<file path="src/rtl/core/aps_pkg.sv">
// Package for the aging priority scheduler: queue depth, widths, codes
// and the structs shared by the top level and the cell row.
// Depends on nothing.
`default_nettype none

package aps_pkg;

  localparam int QUEUE_DEPTH = 16;
  localparam int IDX_W       = $clog2(QUEUE_DEPTH);
  localparam int CNT_W       = $clog2(QUEUE_DEPTH + 1);

  // request operations
  localparam logic OP_APPEND   = 1'b0;
  localparam logic OP_DISPATCH = 1'b1;

  // result status codes
  localparam logic [1:0] ST_APPENDED   = 2'd0;
  localparam logic [1:0] ST_DISPATCHED = 2'd1;
  localparam logic [1:0] ST_EMPTY      = 2'd2;
  localparam logic [1:0] ST_FULL       = 2'd3;

  // configuration register indexes
  localparam logic [1:0] CFG_AGING_STEP     = 2'd0;
  localparam logic [1:0] CFG_BEST_PRIORITY  = 2'd1;
  localparam logic [1:0] CFG_WORST_PRIORITY = 2'd2;

  typedef logic signed [7:0] prio_t;
  typedef logic signed [4:0] step_t;

  // one queue entry
  typedef struct packed {
    logic [7:0] task_id;
    prio_t      sprio;
    prio_t      dyn;
  } entry_t;

  // running-minimum token walking down the cell row
  typedef struct packed {
    logic             go;
    logic             found;
    prio_t            dyn;
    logic [IDX_W-1:0] idx;
    logic [7:0]       task_id;
    prio_t            sprio;
  } tok_t;

  // broadcast control from the top level to every cell
  typedef struct packed {
    logic             load;
    logic             update;
    logic [CNT_W-1:0] count;
    logic [IDX_W-1:0] win_idx;
    entry_t           new_entry;
    step_t            step;
  } cell_ctrl_t;

endpackage

`default_nettype wire

</file>
<file path="src/rtl/core/aging_priority_scheduler.sv">
// Top level of the aging priority scheduler: request and result channels,
// configuration registers, sequencing and the row of aps_cell slots.
// Depends on aps_pkg and aps_cell.
`default_nettype none

// An append's result is registered at the accepting edge. A dispatch on a
// non-empty queue goes from acceptance through the scan state to the update
// state, which waits until the result register is free: a token carrying
// the running minimum walks the cell row one slot per cycle and the winner
// is latched as the token leaves the last cell, then the update state ages
// the passed-over entries, closes up the queue and registers the result.
// Requests are taken one at a time; a new request is accepted while a result
// is being taken at the same edge. Empty and full reports are registered at
// the accepting edge. Configuration writes are taken in every cycle.

module aging_priority_scheduler (
  input  wire logic        clk,
  input  wire logic        rst_n,
  input  wire logic        in_valid,
  output logic             in_ready,
  input  wire logic        in_operation,
  input  wire logic [7:0]  in_task_id,
  input  wire logic signed [7:0] in_priority_req,
  output logic             out_valid,
  input  wire logic        out_ready,
  output logic [1:0]       out_status,
  output logic [7:0]       out_chosen_task,
  output logic signed [7:0] out_chosen_priority,
  input  wire logic        cfg_valid,
  output logic             cfg_ready,
  input  wire logic [1:0]  cfg_index,
  input  wire logic [7:0]  cfg_wdata
);

  localparam logic [1:0] S_IDLE = 2'd0;
  localparam logic [1:0] S_SCAN = 2'd1;
  localparam logic [1:0] S_UPD  = 2'd2;

  logic [1:0] state_r, state_nxt;
  logic [aps_pkg::CNT_W-1:0] count_r, count_nxt;

  aps_pkg::step_t step_r;
  aps_pkg::prio_t best_r;
  logic [6:0]     worst_r;

  logic [aps_pkg::IDX_W-1:0] win_idx_r, win_idx_nxt;
  logic [7:0]                win_task_r, win_task_nxt;
  aps_pkg::prio_t            win_sprio_r, win_sprio_nxt;

  logic           out_valid_r, out_valid_nxt;
  logic [1:0]     out_status_r, out_status_nxt;
  logic [7:0]     out_task_r, out_task_nxt;
  aps_pkg::prio_t out_prio_r, out_prio_nxt;

  logic in_acc, out_free, is_full, is_empty;
  aps_pkg::prio_t worst_s, clamped;

  aps_pkg::cell_ctrl_t ctrl;
  aps_pkg::tok_t       tok_head;
  aps_pkg::tok_t       tok_chain [aps_pkg::QUEUE_DEPTH];
  aps_pkg::entry_t     nbr_chain [aps_pkg::QUEUE_DEPTH];

  assign cfg_ready = 1'b1;
  assign out_free  = !out_valid_r || out_ready;
  assign in_ready  = (state_r == S_IDLE) && out_free;
  assign in_acc    = in_valid && in_ready;
  assign is_full   = count_r >= aps_pkg::CNT_W'(aps_pkg::QUEUE_DEPTH);
  assign is_empty  = count_r == '0;

  // clamp: below best wins over above worst when bounds cross
  assign worst_s = {1'b0, worst_r};
  always_comb begin
    if (in_priority_req < best_r) begin
      clamped = best_r;
    end else if (in_priority_req > worst_s) begin
      clamped = worst_s;
    end else begin
      clamped = in_priority_req;
    end
  end

  always_ff @(posedge clk) begin
    if (!rst_n) begin
      step_r  <= -5'sd1;
      best_r  <= -8'sd20;
      worst_r <= 7'd20;
    end else if (cfg_valid && cfg_ready) begin
      unique case (cfg_index)
        aps_pkg::CFG_AGING_STEP:     step_r  <= cfg_wdata[4:0];
        aps_pkg::CFG_BEST_PRIORITY:  best_r  <= cfg_wdata;
        aps_pkg::CFG_WORST_PRIORITY: worst_r <= cfg_wdata[6:0];
        default: ;
      endcase
    end
  end

  always_comb begin
    ctrl                   = '0;
    ctrl.count             = count_r;
    ctrl.win_idx           = win_idx_r;
    ctrl.step              = step_r;
    ctrl.new_entry.task_id = in_task_id;
    ctrl.new_entry.sprio   = clamped;
    ctrl.new_entry.dyn     = clamped;
    ctrl.load   = in_acc && (in_operation == aps_pkg::OP_APPEND) && !is_full;
    ctrl.update = (state_r == S_UPD) && out_free;
  end

  // launch the search token into the head cell on an accepted dispatch
  always_comb begin
    tok_head    = '0;
    tok_head.go = in_acc && (in_operation == aps_pkg::OP_DISPATCH) && !is_empty;
  end

  always_comb begin
    state_nxt      = state_r;
    count_nxt      = count_r;
    win_idx_nxt    = win_idx_r;
    win_task_nxt   = win_task_r;
    win_sprio_nxt  = win_sprio_r;
    out_valid_nxt  = out_valid_r && !out_ready;
    out_status_nxt = out_status_r;
    out_task_nxt   = out_task_r;
    out_prio_nxt   = out_prio_r;
    unique case (state_r)
      S_IDLE: begin
        if (in_acc) begin
          if (in_operation == aps_pkg::OP_APPEND) begin
            out_valid_nxt = 1'b1;
            out_task_nxt  = '0;
            out_prio_nxt  = '0;
            if (is_full) begin
              out_status_nxt = aps_pkg::ST_FULL;
            end else begin
              out_status_nxt = aps_pkg::ST_APPENDED;
              count_nxt      = count_r + 1'b1;
            end
          end else if (is_empty) begin
            out_valid_nxt  = 1'b1;
            out_status_nxt = aps_pkg::ST_EMPTY;
            out_task_nxt   = '0;
            out_prio_nxt   = '0;
          end else begin
            state_nxt = S_SCAN;
          end
        end
      end
      S_SCAN: begin
        // hold until the token leaves the last cell
        if (tok_chain[aps_pkg::QUEUE_DEPTH-1].go) begin
          win_idx_nxt   = tok_chain[aps_pkg::QUEUE_DEPTH-1].idx;
          win_task_nxt  = tok_chain[aps_pkg::QUEUE_DEPTH-1].task_id;
          win_sprio_nxt = tok_chain[aps_pkg::QUEUE_DEPTH-1].sprio;
          state_nxt     = S_UPD;
        end
      end
      S_UPD: begin
        if (out_free) begin
          out_valid_nxt  = 1'b1;
          out_status_nxt = aps_pkg::ST_DISPATCHED;
          out_task_nxt   = win_task_r;
          out_prio_nxt   = win_sprio_r;
          count_nxt      = count_r - 1'b1;
          state_nxt      = S_IDLE;
        end
      end
      default: begin
        state_nxt = S_IDLE;
      end
    endcase
  end

  always_ff @(posedge clk) begin
    if (!rst_n) begin
      state_r     <= S_IDLE;
      count_r     <= '0;
      out_valid_r <= 1'b0;
    end else begin
      state_r     <= state_nxt;
      count_r     <= count_nxt;
      out_valid_r <= out_valid_nxt;
    end
  end

  always_ff @(posedge clk) begin
    win_idx_r    <= win_idx_nxt;
    win_task_r   <= win_task_nxt;
    win_sprio_r  <= win_sprio_nxt;
    out_status_r <= out_status_nxt;
    out_task_r   <= out_task_nxt;
    out_prio_r   <= out_prio_nxt;
  end

  assign out_valid           = out_valid_r;
  assign out_status          = out_status_r;
  assign out_chosen_task     = out_task_r;
  assign out_chosen_priority = out_prio_r;

  for (genvar i = 0; i < aps_pkg::QUEUE_DEPTH; i++) begin : g_cell
    aps_pkg::tok_t   tok_in_w;
    aps_pkg::entry_t nbr_in_w;

    if (i == 0) begin : g_head
      assign tok_in_w = tok_head;
    end else begin : g_body
      assign tok_in_w = tok_chain[i-1];
    end

    if (i == aps_pkg::QUEUE_DEPTH - 1) begin : g_tail
      assign nbr_in_w = '0;
    end else begin : g_mid
      assign nbr_in_w = nbr_chain[i+1];
    end

    aps_cell u_cell (
      .clk      (clk),
      .rst_n    (rst_n),
      .cell_idx (aps_pkg::IDX_W'(i)),
      .ctrl     (ctrl),
      .nbr_in   (nbr_in_w),
      .nbr_out  (nbr_chain[i]),
      .tok_in   (tok_in_w),
      .tok_out  (tok_chain[i])
    );
  end

endmodule

`default_nettype wire

</file>
<file path="src/rtl/core/aps_cell.sv">
// One slot of the ready queue: holds an entry, forwards the minimum-search
// token to its neighbor and closes up or ages on a dispatch.
// Depends on aps_pkg.
`default_nettype none

module aps_cell (
  input  wire logic                    clk,
  input  wire logic                    rst_n,
  input  wire logic [aps_pkg::IDX_W-1:0] cell_idx,
  input  wire aps_pkg::cell_ctrl_t     ctrl,
  input  wire aps_pkg::entry_t         nbr_in,
  output aps_pkg::entry_t              nbr_out,
  input  wire aps_pkg::tok_t           tok_in,
  output aps_pkg::tok_t                tok_out
);

  aps_pkg::entry_t entry_r, entry_nxt;
  aps_pkg::tok_t   tok_r, tok_nxt;
  aps_pkg::prio_t  aged_dyn;
  logic signed [8:0] aged_sum;
  logic            occupied;
  logic            load_here;

  assign occupied  = aps_pkg::CNT_W'(cell_idx) < ctrl.count;
  assign load_here = ctrl.load && (ctrl.count == aps_pkg::CNT_W'(cell_idx));

  // saturating add of the aging step
  assign aged_sum = 9'(entry_r.dyn) + 9'(ctrl.step);
  always_comb begin
    if (aged_sum < -9'sd128) begin
      aged_dyn = -8'sd128;
    end else if (aged_sum > 9'sd127) begin
      aged_dyn = 8'sd127;
    end else begin
      aged_dyn = aged_sum[7:0];
    end
  end

  always_comb begin
    nbr_out     = entry_r;
    nbr_out.dyn = aged_dyn;
  end

  // strict less-than keeps the earlier entry on a tie
  always_comb begin
    tok_nxt = tok_in;
    if (tok_in.go && occupied && (!tok_in.found || entry_r.dyn < tok_in.dyn)) begin
      tok_nxt.found   = 1'b1;
      tok_nxt.dyn     = entry_r.dyn;
      tok_nxt.idx     = cell_idx;
      tok_nxt.task_id = entry_r.task_id;
      tok_nxt.sprio   = entry_r.sprio;
    end
  end

  always_comb begin
    entry_nxt = entry_r;
    if (ctrl.load && load_here) begin
      entry_nxt = ctrl.new_entry;
    end else if (ctrl.update) begin
      if (cell_idx >= ctrl.win_idx) begin
        entry_nxt = nbr_in;
      end else begin
        entry_nxt.dyn = aged_dyn;
      end
    end
  end

  always_ff @(posedge clk) begin
    entry_r <= entry_nxt;
  end

  always_ff @(posedge clk) begin
    if (!rst_n) begin
      tok_r <= '0;
    end else begin
      tok_r <= tok_nxt;
    end
  end

  assign tok_out = tok_r;

endmodule

`default_nettype wire

</file>
<file path="config.mk">
export PLATFORM = sky130hd
export DESIGN_NAME = aging_priority_scheduler
export DESIGN_NICKNAME = d
export VERILOG_FILES = /design/src/rtl/core/aps_pkg.sv /design/src/rtl/core/aging_priority_scheduler.sv /design/src/rtl/core/aps_cell.sv
export SDC_FILE = /design/constraint.sdc
export NUM_CORES = 2
export LEC_CHECK = 0
export ABC_AREA = 1
export BUFFER_PORTS_ARGS = -buffer_cell sky130_fd_sc_hd__buf_2
export CORE_MARGIN = 10
export CORE_UTILIZATION = 31
export CTS_CLUSTER_DIAMETER = 50
export CTS_CLUSTER_SIZE = 30
export DETAILED_ROUTE_END_ITERATION = 16
export GPL_TIMING_DRIVEN = 0
export SYNTH_ARGS = -nofsm -noshare
export SYNTH_HDL_FRONTEND = slang
export SYNTH_SLANG_ARGS = --single-unit
</file>
<file path="constraint.sdc">
create_clock -name clk -period 11.2 [get_ports clk]
set_clock_uncertainty 0.15 [all_clocks]
set_input_delay 1.12 -clock clk [delete_from_list [all_inputs] [get_ports clk]]
set_output_delay 1.12 -clock clk [all_outputs]
set_load 0.02 [all_outputs]
</file>
==> metrics.yaml <==
cts:
  cts_buffer_depth: 3
  cts_resized: 0
  cts.htree.levels: 3
  ctsHoldBuffers: 0
  clk_latency_ps: 740
  cts_tree: "done"
  cts_setup_buffers: 0
  clkTransAtPathRegs_ps: 70
  numCtsBuffers: 103
  clock_sinks: 898
  cts_root_buf: "clkbuf_16"
run_status:
  status: "complete, but fails checks"
  violations: "max-capacitance violations, max-slew violations"
power_and_ir_drop:
  worst_ir_drop_vdd_v: 0.000133
  total_power_uw: 7920
  p_per_area_nw_per_um2: 151
  power.leakage_uw: 0.0226
die:
  io_pins: 53
  die_h_um: 404
  die_x_um: 404
  core_area_um2: 146000
  num_rows: 140
  die_area_um2: 163000
  start_util_pct: 31.3
worst_setup_path:
  cpPeakStageDelay_ps: 1000
  rrSetupSlack_ps: 6910
  critical_path_class: "in -> reg"
  slowest_stage: "nand2_1"
  path_delay_family: "simple AND/OR/NAND/NOR gates"
  cpMostUsedCell: "nand2_1"
  crit_path_cell_trace: "buf_2 -> ha_1 -> a21oi_1 -> o21a_1 -> nand3_1 -> nand2_2 -> nand2_1 -> nand2_1 -> clkbuf_2 -> o21ai_0"
  critPathMaxFanout: 10
  arrival_ps: 4730
  crit_required_ps: 11490
  path_buf_inv: 2
  cp-start-kind: "input port"
  crit_path_end_kind: "register"
drt:
  ant_nets: 0
  drtPass1Iterations: 6
  initialDrtViolationCount: 4753
  drc_errors: 0
  vias: 41500
  wl_um: 186000
  wl_per_cell_um: 23.3
  vias_per_cell: 5.20
sta:
  finalCritPeriodShare_pct: 39.7
  final.setup.tns_ps: 0
  report.final.slew_viol_count: 11
  rsz0062_at_grt: "false"
  setup_viol: 0
  fin_crit_ps: 4440
  max_freq_ghz: 0.225
  maxSlewHeadroom_pct: -7.68
  worstMarginPinSlew_ps: 1620
  hold_violations: 0
yosys:
  synth_compound_area_share_pct: 7.01
  postSynthCellCount: 5796
  synthXorXnorAreaFrac_pct: 1.07
  synth_top_area_share_pct: 27.2
  synth_top_family_by_area: "simple AND/OR/NAND/NOR gates"
  synth-edff-count: 414
  syn_area_per_cell_um2: 7.89
  ys_types: 48
  syn_area_um2: 45700
  async_reset_ff_share_pct: 0
  synth-simple-area-share_pct: 28.6
  muxShareOfSynthArea_pct: 0
  synthAdderAreaFrac_pct: 7.59
  synth_seq_cells: 898
  syn-num-nets: 6096
  synthFlopType: "dfxtp_1"
  synth_top_area_cell: "edfxtp_1"
  yosysSeqAreaShare_pct: 48.4
  synthTopCellsByArea: "edfxtp_1, dfxtp_1, nand2_1, nand3_1, ha_1"
  synth_warnings: 0
global_route:
  grt_overflow: 0
  grt_pass1_wl_um: 263000
  first_global_vias: 38900
  antenna_found_initial: 23
  globalRouteTotalUtil_pct: 22.0
  grt_start_max_net_pins: 41
finish:
  design_area_um2: 52600
  synthToLayoutAreaGrowth_pct: 14.9
  fillers: 15200
  fin_cells: 7984
  drive_gt1_share_pct: 6.68
  final_nets: 6270
placed_design:
  gp_congestion: 1.01
  portBuffers: 50
  placed_cell_area_um2: 48700
  dp.cells: 7781
  dp_hpwl_um: 143000
run:
  maxCapViolCount: 1
worst_hold_path:
  hold_class: "reg -> reg"
[logic make-up after synthesis]
logic type | after synthesis
AO/OA/AOI/OAI | 605
adder cells (fa/ha/maj) | 268
AND/OR/NAND/NOR | 3093
XOR/XNOR | 56
flip-flops | 898
other | 1
buffers and inverters | 875
[registers in the layout, summed over array words and instances (netlist names)]
register and cells:
count_r 5, g_cell.u_cell.nbr_out 248, state_r 2, g_cell.u_cell.entry_r 128, g_cell.u_cell.tok_out 456, out_chosen_priority 8
win_task_r 8, out_chosen_task 8, step_r 5, out_status 2, best_r 8, out_valid 1
worst_r 7, win_sprio_r 8, win_idx_r 4
[power by group]
group          switching [uW]  total [uW]  internal [uW]
logic                     532         706            174
clock network            1710        3750           2040
registers                19.9        3460           3440
[metrics by stage]
stage / setup slack [ps] / util [%] / hold WS [ps]
6_report: 6760 / 36.0 / 254
5_1_grt: 6860 / 36.0 / 260
4_1_cts: 7030 / 36.0 / 254
3_5_place_dp: 6260 / 33.3 / 239
3_3_place_gp: 3980 / 33.1 / 240
2_1_floorplan: 7640 / - / 236
[placed cells by master (no fill, tap or decap), drive strengths merged, types with 6 or more instances in the layout]
cell type  count
nand2       1641
nand3        729
clkbuf       260
o21ai        249
dfxtp        484
fa            16
diode          6
bufinv         7
xnor2         34
inv          694
clkinv        40
nand3b        66
o21bai        10
a211oi        11
buf          137
edfxtp       414
xor2          22
o211ai        16
nand4         36
nor3          18
or2           16
a21oi        297
o21a           7
and3           6
ha           252
nor2         579
[synth_stat cells, types with 2 or more instances]
library cell / instances
o211ai_1: 16
a21o_1: 4
buf_4: 6
or2_2: 16
dfxtp_1: 484
and3_1: 6
a21oi_1: 294
inv_1: 629
buf_2: 42
nor2_1: 563
clkbuf_1: 147
buf_1: 20
clkinv_1: 7
nand3_1: 729
fa_1: 16
edfxtp_1: 414
xor2_1: 22
nor3_1: 16
nand2_1: 1631
a21oi_2: 2
nand4_1: 36
nor3_2: 2
nand2_2: 9
nand3b_1: 66
ha_1: 252
a22oi_1: 5
inv_2: 22
a211oi_1: 11
nor2_4: 4
o21a_1: 7
o21ai_0: 227
nor2_2: 11
o21bai_1: 10
xnor2_1: 34
a21boi_0: 2
o21ai_1: 22
[layer usage]
| metal | routed length, um | track usage (%) | share of wire, % | vias up |
|---|---|---|---|---|
| li1 | - | - | - | 19300 |
| met1 | 74300 | 27.8 | 40 | 19600 |
| met2 | 81200 | 34.0 | 44 | 2115 |
| met3 | 19100 | 5.57 | 10 | 486 |
| met4 | 11600 | 12.4 | 6.2 | 6 |
| met5 | 90 | 0.292 | 0.048 | - |
[final cells by class]
cell class / instances / area (um^2) / share of cell area [%]
tap: 1917 / 2400 / 4.56
inverter: 659 / 2480 / 4.71
multi-input combinational: 4023 / 20300 / 38.6
clock inverter: 84 / 1150 / 2.18
clock buffer: 112 / 2710 / 5.15
timing repair buffer: 69 / 517 / 0.983
sequential: 898 / 22100 / 42.1
buffer: 216 / 900 / 1.71
antenna: 6 / 15.0 / 0.0286
[final timing paths]
path	end	startpoint	depth (start not counted)
setup / recovery	g_cell[13].u_cell.entry_r[7]	in_priority_req[7]	10
hold / removal	win_task_r[1]	g_cell[15].u_cell.tok_out[9]	0
setup reg to reg	g_cell[13].u_cell.entry_r[7]	best_r[7]	10
hold reg to reg	win_task_r[1]	g_cell[15].u_cell.tok_out[9]	0
(Power assumes the default switching activity.)
